`src/sv/tlb_translate_probe_write_macros.svh`:
```
// Assertion macros used by the TLB top-level RTL file
`ifndef TLB_TRANSLATE_PROBE_WRITE_MACROS_SVH
`define TLB_TRANSLATE_PROBE_WRITE_MACROS_SVH

// checked only outside reset
`define TLB_ASSERT(label, prop, msg) \
  label: assert property (@(posedge clk) disable iff (rst) prop) else $error(msg);

// checked during reset as well
`define TLB_ASSERT_RST(label, prop, msg) \
  label: assert property (@(posedge clk) prop) else $error(msg);

`endif

```
`src/sv/tlb_pkg.sv`:
```
// Types, constants and request codes of the joint TLB
`timescale 1ns / 1ps
package tlb_pkg;

  localparam int NUM_ENTRIES = 32;
  localparam int IDX_W       = $clog2(NUM_ENTRIES);
  localparam logic [IDX_W-1:0] LAST_IDX = IDX_W'(NUM_ENTRIES - 1);

  localparam logic [31:0] VPN2_BITS    = 32'hFFFF_E000;
  localparam logic [31:0] PAGE_LOW     = 32'h0000_1FFF;
  localparam logic [31:0] PFN_FIELD    = 32'h03FF_FFC0;
  localparam logic [31:0] KSEG_OFFSET  = 32'h1FFF_FFFF;
  localparam logic [31:0] KSEG0_BASE   = 32'h8000_0000;
  localparam logic [31:0] KSEG_END     = 32'hC000_0000;
  localparam logic [31:0] ENTRYHI_BITS = 32'hFFFF_E0FF;
  localparam logic [31:0] ASID_BITS    = 32'h0000_00FF;
  localparam logic [31:0] MASK_BITS    = 32'h01FF_E000;

  localparam logic [2:0] REQ_TRANSLATE = 3'd0;
  localparam logic [2:0] REQ_WRITE     = 3'd1;
  localparam logic [2:0] REQ_READ      = 3'd2;
  localparam logic [2:0] REQ_PROBE     = 3'd3;
  localparam logic [2:0] REQ_SET_HI    = 3'd4;
  localparam logic [2:0] REQ_FAULT     = 3'd5;

  typedef struct packed {
    logic [2:0]  req_type;
    logic [31:0] virt_addr;
    logic [4:0]  entry_index;
    logic [31:0] new_lo_even;
    logic [31:0] new_lo_odd;
    logic [31:0] new_hi;
    logic [31:0] new_mask;
  } req_t;

  typedef struct packed {
    logic        hit;
    logic        read_only;
    logic [31:0] phys_addr;
    logic        probe_miss;
    logic [4:0]  probe_index;
    logic [31:0] rd_lo_even;
    logic [31:0] rd_lo_odd;
    logic [31:0] rd_hi;
    logic [31:0] rd_mask;
    logic [31:0] cur_entry_hi;
  } rsp_t;

  typedef struct packed {
    logic [31:0] hi;
    logic [31:0] lo_even;
    logic [31:0] lo_odd;
    logic [31:0] mask;
  } entry_t;

  typedef struct packed {
    logic        tag_hit;
    logic        half_valid;
    logic        read_only;
    logic [31:0] phys_addr;
  } match_t;

endpackage

```
`src/sv/tlb_entry_ram.sv`:
```
// Entry memory: one write port, one registered read port, valid bit per entry
`timescale 1ns / 1ps
module tlb_entry_ram (
  input  logic                       clk,
  input  logic                       rst,
  input  logic                       wr_en,
  input  logic [tlb_pkg::IDX_W-1:0]  wr_addr,
  input  tlb_pkg::entry_t            wr_data,
  input  logic                       rd_en,
  input  logic [tlb_pkg::IDX_W-1:0]  rd_addr,
  output tlb_pkg::entry_t            rd_data
);

  tlb_pkg::entry_t                   mem [tlb_pkg::NUM_ENTRIES];
  logic [tlb_pkg::NUM_ENTRIES-1:0]   valid;
  tlb_pkg::entry_t                   rd_q;
  logic                              rd_vld;

  always_ff @(posedge clk) begin
    if (wr_en) begin
      mem[wr_addr] <= wr_data;
    end
    if (rd_en) begin
      rd_q <= mem[rd_addr];
    end
  end

  always_ff @(posedge clk) begin
    if (rst) begin
      valid  <= '0;
      rd_vld <= 1'b0;
    end else begin
      if (wr_en) begin
        valid[wr_addr] <= 1'b1;
      end
      if (rd_en) begin
        rd_vld <= valid[rd_addr];
      end
    end
  end

  // entries not written since reset read as zero
  assign rd_data = rd_vld ? rd_q : '0;

endmodule

```
`src/sv/tlb_match_unit.sv`:
```
// Shared compare unit: tag match and address formation for one entry
`timescale 1ns / 1ps
module tlb_match_unit (
  input  tlb_pkg::entry_t  ent,
  input  logic [31:0]      key,
  input  logic [7:0]       asid,
  output tlb_pkg::match_t  res
);

  logic [31:0] cmp;
  logic        vpn_eq;
  logic        asid_eq;
  logic [31:0] odd_bit;
  logic [31:0] offs;
  logic [31:0] lo;
  logic [31:0] pfn;

  always_comb begin
    cmp     = ~ent.mask & tlb_pkg::VPN2_BITS;
    vpn_eq  = (ent.hi & cmp) == (key & cmp);
    asid_eq = ent.hi[7:0] == asid;
    odd_bit = ((ent.mask | tlb_pkg::PAGE_LOW) + 32'd1) >> 1;
    offs    = odd_bit - 32'd1;
    lo      = ((key & odd_bit) != '0) ? ent.lo_odd : ent.lo_even;
    pfn     = (lo & tlb_pkg::PFN_FIELD) << 6;
    res.tag_hit    = vpn_eq && (ent.lo_even[0] || asid_eq);
    res.half_valid = lo[1];
    res.read_only  = ~lo[2];
    res.phys_addr  = (pfn & ~offs) | (key & offs);
  end

endmodule

```
`src/sv/tlb_translate_probe_write.sv`:
```
// Joint TLB top level: request sequencer, entry scan and result register
//
//   channel | signals                     | moves
//   --------+-----------------------------+------------------------
//   req     | req_valid, req_ready, req   | one request item
//   rsp     | rsp_valid, rsp_ready, rsp   | one result item
//
// Translate (mapped) and probe scan the entries one per cycle through the
// shared compare unit fed by the entry memory read port. Read passes through a
// read-wait state before the finish state; the remaining requests go straight to it.
// Reset clears all entries at once through per-entry valid bits.
// A finished result waits in the output register; the next item may be
// accepted and worked on meanwhile, holding only its own result stage.
`timescale 1ns / 1ps
`include "tlb_translate_probe_write_macros.svh"
module tlb_translate_probe_write (
  input  logic           clk,
  input  logic           rst,
  input  logic           req_valid,
  output logic           req_ready,
  input  tlb_pkg::req_t  req,
  output logic           rsp_valid,
  input  logic           rsp_ready,
  output tlb_pkg::rsp_t  rsp
);

  localparam logic [1:0] ST_IDLE = 2'd0;
  localparam logic [1:0] ST_SCAN = 2'd1;
  localparam logic [1:0] ST_RDWT = 2'd2;
  localparam logic [1:0] ST_FIN  = 2'd3;

  logic [1:0]                state;
  logic [tlb_pkg::IDX_W-1:0] cnt;
  logic                      issuing;
  logic                      pipe_vld;
  logic [tlb_pkg::IDX_W-1:0] pipe_idx;
  logic                      is_probe;
  logic [31:0]               key;
  logic [31:0]               entry_hi;
  tlb_pkg::rsp_t             res;

  logic                      accept;
  logic                      in_range;
  logic                      wr_en;
  logic                      rd_en;
  logic [tlb_pkg::IDX_W-1:0] rd_addr;
  tlb_pkg::entry_t           wr_data;
  tlb_pkg::entry_t           rd_data;
  tlb_pkg::match_t           m;
  logic                      scan_hit;
  logic                      out_free;

  assign req_ready = state == ST_IDLE;
  assign accept    = req_valid && req_ready;
  assign in_range  = 7'(req.entry_index) < 7'(tlb_pkg::NUM_ENTRIES);
  assign wr_en     = accept && req.req_type == tlb_pkg::REQ_WRITE && in_range;
  assign out_free  = !rsp_valid || rsp_ready;

  always_comb begin
    wr_data.hi      = req.new_hi;
    wr_data.lo_even = {req.new_lo_even[31:1], req.new_lo_even[0] & req.new_lo_odd[0]};
    wr_data.lo_odd  = {req.new_lo_odd[31:1], req.new_lo_even[0] & req.new_lo_odd[0]};
    wr_data.mask    = req.new_mask & tlb_pkg::MASK_BITS;
  end

  always_comb begin
    if (state == ST_IDLE) begin
      rd_en   = accept && req.req_type == tlb_pkg::REQ_READ && in_range;
      rd_addr = tlb_pkg::IDX_W'(req.entry_index);
    end else begin
      rd_en   = state == ST_SCAN && issuing;
      rd_addr = cnt;
    end
  end

  tlb_entry_ram u_ram (
    .clk     (clk),
    .rst     (rst),
    .wr_en   (wr_en),
    .wr_addr (tlb_pkg::IDX_W'(req.entry_index)),
    .wr_data (wr_data),
    .rd_en   (rd_en),
    .rd_addr (rd_addr),
    .rd_data (rd_data)
  );

  tlb_match_unit u_match (
    .ent  (rd_data),
    .key  (key),
    .asid (entry_hi[7:0]),
    .res  (m)
  );

  assign scan_hit = m.tag_hit && (is_probe || m.half_valid);

  always_ff @(posedge clk) begin
    if (rst) begin
      state     <= ST_IDLE;
      entry_hi  <= '0;
      rsp_valid <= 1'b0;
      issuing   <= 1'b0;
      pipe_vld  <= 1'b0;
    end else begin
      if (rsp_valid && rsp_ready) begin
        rsp_valid <= 1'b0;
      end
      unique case (state)
        ST_IDLE: begin
          if (accept) begin
            res      <= '0;
            cnt      <= '0;
            pipe_vld <= 1'b0;
            is_probe <= req.req_type == tlb_pkg::REQ_PROBE;
            key      <= req.virt_addr;
            state    <= ST_FIN;
            case (req.req_type)
              tlb_pkg::REQ_TRANSLATE: begin
                if (req.virt_addr >= tlb_pkg::KSEG0_BASE &&
                    req.virt_addr < tlb_pkg::KSEG_END) begin
                  res.hit       <= 1'b1;
                  res.phys_addr <= req.virt_addr & tlb_pkg::KSEG_OFFSET;
                end else begin
                  issuing <= 1'b1;
                  state   <= ST_SCAN;
                end
              end
              tlb_pkg::REQ_READ: begin
                if (in_range) begin
                  state <= ST_RDWT;
                end
              end
              tlb_pkg::REQ_PROBE: begin
                key     <= entry_hi;
                issuing <= 1'b1;
                state   <= ST_SCAN;
              end
              tlb_pkg::REQ_SET_HI: begin
                entry_hi <= req.new_hi & tlb_pkg::ENTRYHI_BITS;
              end
              tlb_pkg::REQ_FAULT: begin
                entry_hi <= (req.virt_addr & tlb_pkg::VPN2_BITS) |
                            (entry_hi & tlb_pkg::ASID_BITS);
              end
              default: begin
              end
            endcase
          end
        end
        ST_SCAN: begin
          if (issuing) begin
            if (cnt == tlb_pkg::LAST_IDX) begin
              issuing <= 1'b0;
            end else begin
              cnt <= cnt + 1'b1;
            end
          end
          pipe_vld <= issuing;
          pipe_idx <= cnt;
          if (pipe_vld) begin
            if (scan_hit) begin
              issuing  <= 1'b0;
              pipe_vld <= 1'b0;
              state    <= ST_FIN;
              if (is_probe) begin
                res.probe_index <= 5'(pipe_idx);
              end else begin
                res.hit       <= 1'b1;
                res.read_only <= m.read_only;
                res.phys_addr <= m.phys_addr;
              end
            end else if (pipe_idx == tlb_pkg::LAST_IDX) begin
              pipe_vld <= 1'b0;
              state    <= ST_FIN;
              if (is_probe) begin
                res.probe_miss <= 1'b1;
              end
            end
          end
        end
        ST_RDWT: begin
          res.rd_lo_even <= rd_data.lo_even;
          res.rd_lo_odd  <= rd_data.lo_odd;
          res.rd_hi      <= rd_data.hi;
          res.rd_mask    <= rd_data.mask;
          state          <= ST_FIN;
        end
        ST_FIN: begin
          if (out_free) begin
            rsp_valid <= 1'b1;
            state     <= ST_IDLE;
          end
        end
        default: begin
          state <= ST_IDLE;
        end
      endcase
    end
  end

  always_ff @(posedge clk) begin
    if (state == ST_FIN && out_free) begin
      rsp              <= res;
      rsp.cur_entry_hi <= entry_hi;
    end
  end

  `TLB_ASSERT_RST(a_reset_idle,
                  rst |=> (state == ST_IDLE && !rsp_valid),
                  "reset not idle")
  `TLB_ASSERT(a_probe_scans,
              (accept && req.req_type == tlb_pkg::REQ_PROBE) |=> state == ST_SCAN,
              "probe did not start scan")
  `TLB_ASSERT(a_fin_delivers,
              (state == ST_FIN && out_free) |=> (state == ST_IDLE && rsp_valid),
              "result not delivered")
  `TLB_ASSERT(a_no_hit_and_miss,
              rsp_valid |-> !(rsp.hit && rsp.probe_miss),
              "hit and probe miss together")
  `TLB_ASSERT(a_issue_only_scan,
              issuing |-> state == ST_SCAN,
              "entry read outside scan")

endmodule

```
`config.mk`:
```
export PLATFORM = sky130hd
export DESIGN_NAME = tlb_translate_probe_write
export DESIGN_NICKNAME = d
export VERILOG_FILES = /design/src/sv/tlb_pkg.sv /design/src/sv/tlb_entry_ram.sv /design/src/sv/tlb_match_unit.sv /design/src/sv/tlb_translate_probe_write.sv
export VERILOG_INCLUDE_DIRS = /design/src /design/src/sv
export SDC_FILE = /design/constraint.sdc
export NUM_CORES = 2
export LEC_CHECK = 0
export BUFFER_PORTS_ARGS = -buffer_cell sky130_fd_sc_hd__buf_2
export CORE_MARGIN = 8
export CORE_UTILIZATION = 30
export CTS_BUF_LIST = sky130_fd_sc_hd__clkbuf_8
export DETAILED_ROUTE_END_ITERATION = 10
export GPL_TIMING_DRIVEN = 0
export HOLD_SLACK_MARGIN = 0.05
export SLEW_MARGIN = 20
export SYNTH_ARGS = -nofsm -noshare
export SYNTH_HDL_FRONTEND = slang
export SYNTH_SLANG_ARGS = --single-unit
export TNS_END_PERCENT = 20
```
`constraint.sdc`:
```
create_clock -name clk -period 17.6 [get_ports clk]
set_input_delay 2.64 -clock clk [delete_from_list [all_inputs] [get_ports clk]]
set_output_delay 2.64 -clock clk [all_outputs]
set_load 0.01 [all_outputs]
```
==> results.yml <==
run_status:
  status: "finished clean"
detailed_routing:
  ant_nets: 0
  wirelength_mm: 491
  vias: 84596
  drt_first_pass_iters: 8
  drtIter0Drc: 12158
  wl_per_cell_um: 30.1
  drc_errors: 0
  avgViaCountPerCell: 5.19
floorplanning:
  rows: 261
  die-area_sq_um: 527000
  die-height_um: 726
  core_area_sq_um: 504000
  pin_count: 374
  die_w_um: 726
  initial_core_util_pct: 30.0
worst_setup_path:
  startpoint_type: "register"
  cp.arrival_ps: 7570
  endpoint_kind: "register"
  critical_path_class: "register to register"
  path_max_fanout: 10
  crit_required_ps: 18510
timing:
  fin_crit_sh_pct: 37.8
  setup_viol: 0
  fin_crit_ps: 6660
  tightest_slew_ps: 1270
  fin_tns_setup_ps: 0
  fin_skew_ps: 80.4
  relSlewSlack_pct: 15.3
  max_freq_ghz: 0.150
  hold_violations: 0
  rsz0062_at_grt: "false"
  maxSlewViolCount: 0
placement:
  portBuffers: 325
  dp_hpwl_mm: 350
  place_area_sq_um: 169000
  gp_congestion: 0.882
clock_tree:
  cts_buffers: 638
  cts_resized: 0
  clock_sinks: 3960
  cts_max_level: 6
  clk_latency_ps: 1260
  clkTransAtPathRegs_ps: 60
  clock_path_buffers: 4
  ctsRootBufferMaster: "clkbuf_8"
  cts_tree: "yes"
  cts_hold_buf: 0
  post_cts_buffers: 0
final_layout:
  nets: 9167
  drive_above_1_share_pct: 26.7
  post-route-cell-area_sq_um: 180000
  final_util_pct: 35.8
  syn2layout_area_growth_pct: 19.3
power_and_ir_drop:
  p_leak_uw: 0.0590
  p_per_area_nw_per_um2: 139
  ir_drop_mv: 0.120
flow_run:
  drv_cap: 0
yosys:
  synth-seq-area-share_pct: 78.2
  ys.flop_type: "edfxtp_1"
  synth-edff-count: 3895
  netlist-cell-type-count: 71
  syn_inst: 7709
  synth_area_per_cell_sq_um: 19.6
  ys_seq_elements: 3960
  syn_area_sq_um: 151000
  synthArstFlopShare_pct: 0
  yosys_warnings: 0
global_route:
  grt_pass1_wl_mm: 670
  antenna_found_initial: 158
  grtUsageTotal_pct: 17.9
  gr-total-overflow: 0
  grt_max_degree: 34
  grt_pass1_vias: 83988
hold_path:
  hold_class: "register to register"
[critical path: stages (launching register included)]
cell      delay, ps
dfxtp_1         330
buf_2           330
clkbuf_1        540
clkbuf_1        470
clkbuf_1        450
clkbuf_1        330
and2_1          190
ha_1            130
buf_2           170
nand2_1         160
nor3_2          380
xnor2_1         190
o32ai_1         180
nor3_4          670
buf_6           370
mux2i_2         820
nor2_1          120
a22oi_1         280
a21oi_1         150
[stage by stage]
stage               cells  power (uW)  worst slack, ps  hold slack [ps]
CTS                 16196       25100            11370              399
detailed placement  15053       17700            10840              405
finish              16287       25000            10940              397
global route        16223       25900            10930              406
floorplan            7733       14700             6480              400
global placement    14764       17500             85.2              406
[worst paths after layout]
kind,from,end,slack (ps),cells after the start
hold / removal,res[72],rsp[72],400,0
hold reg to reg,res[72],rsp[72],400,0
setup / recovery,u_ram.rd_vld,res[194],10940,18
setup reg to reg,u_ram.rd_vld,res[194],10940,18
[sequential cells by signal, summed over array words and instances (netlist names)]
signal,flops
pipe_vld,1
u_ram.valid,32
is_probe,1
u_ram.mem,3424
entry_hi,27
u_ram.rd_vld,1
cnt,5
u_ram.rd_q,107
res,147
pipe_idx,5
state,2
rsp_valid,1
key,32
rsp,174
issuing,1
[where the power goes]
part,internal [uW],switching (uW),total [uW]
clock,3700,3750,7440
combinational,2380,4340,6710
sequential,10700,167,10900
[routing by layer]
metal	global-route usage, %	vias up	share of wire [%]
li1	-	33671	-
met1	23.2	44253	38
met2	28.0	5562	46
met3	5.80	1078	12
met4	7.06	32	4.3
met5	0	-	0.044
[logic make-up after synthesis]
group                      count (synthesis)  synth area share [%]
buffers and inverters                    476                  1.34
and+or+nand+nor                         2164                  6.30
AOI/OAI and AO/OA                        147                 0.672
muxes                                    930                  13.3
DFF                                     3960                  78.2
xor gates and xnor gates                  24                 0.139
other                                      1               0.00248
adders and majority gates                  7                0.0579
[layout make-up]
cell class	instances	area, sq um
Antenna cell	90	225
Tap cell	6706	8390
Sequential cell	3960	118000
Buffer	463	2040
Clock buffer	651	8960
Inverter	13	48.8
Clock inverter	492	2750
Multi-Input combinational cell	3297	31400
Timing Repair Buffer	615	8380
Fill cell	46281	323000
[cell usage in the layout (no fill, tap or decap), types with 13 or more instances in the layout]
master and instances:
a211oi_1 20, a21oi_1 24, and2_1 17, and3_1 111, buf_1 62, buf_12 142, buf_16 138, buf_2 428
buf_4 28, bufinv_16 15, clkbuf_1 227, clkbuf_2 42, clkbuf_8 651, clkinv_1 142, clkinv_2 75, clkinvlp_4 13
conb_1 25, dfxtp_1 65, diode_2 90, edfxtp_1 3895, inv_1 211, inv_6 22, mux2i_1 42, mux4_2 864
nand2_1 1135, nand3_1 667, nor2_1 119, nor2_4 33, nor3_1 14, o21ai_0 31, xnor2_1 18
[cells in the mapped netlist (all sizes together), types with 6 or more instances]
cell type | number | share of area, %
edfxtp | 3895 | 77
nand2 | 1135 | 2.8
mux4 | 864 | 13
nand3 | 667 | 2.2
clkbuf | 270 | 0.67
buf | 193 | 0.64
nor2 | 152 | 0.38
and3 | 111 | 0.46
dfxtp | 65 | 0.86
mux2i | 54 | 0.36
o21ai | 32 | 0.11
a21oi | 27 | 0.089
a211oi | 21 | 0.10
and2 | 18 | 0.074
xnor2 | 18 | 0.10
nor3 | 16 | 0.064
inv | 12 | 0.030
mux2 | 12 | 0.089
nor2b | 12 | 0.050
nand2b | 10 | 0.041
nor4 | 10 | 0.041
o21ba | 9 | 0.060
nor3b | 8 | 0.040
a22oi | 7 | 0.035
ha | 7 | 0.058
xor2 | 6 | 0.035
(Power assumes the default switching activity.)
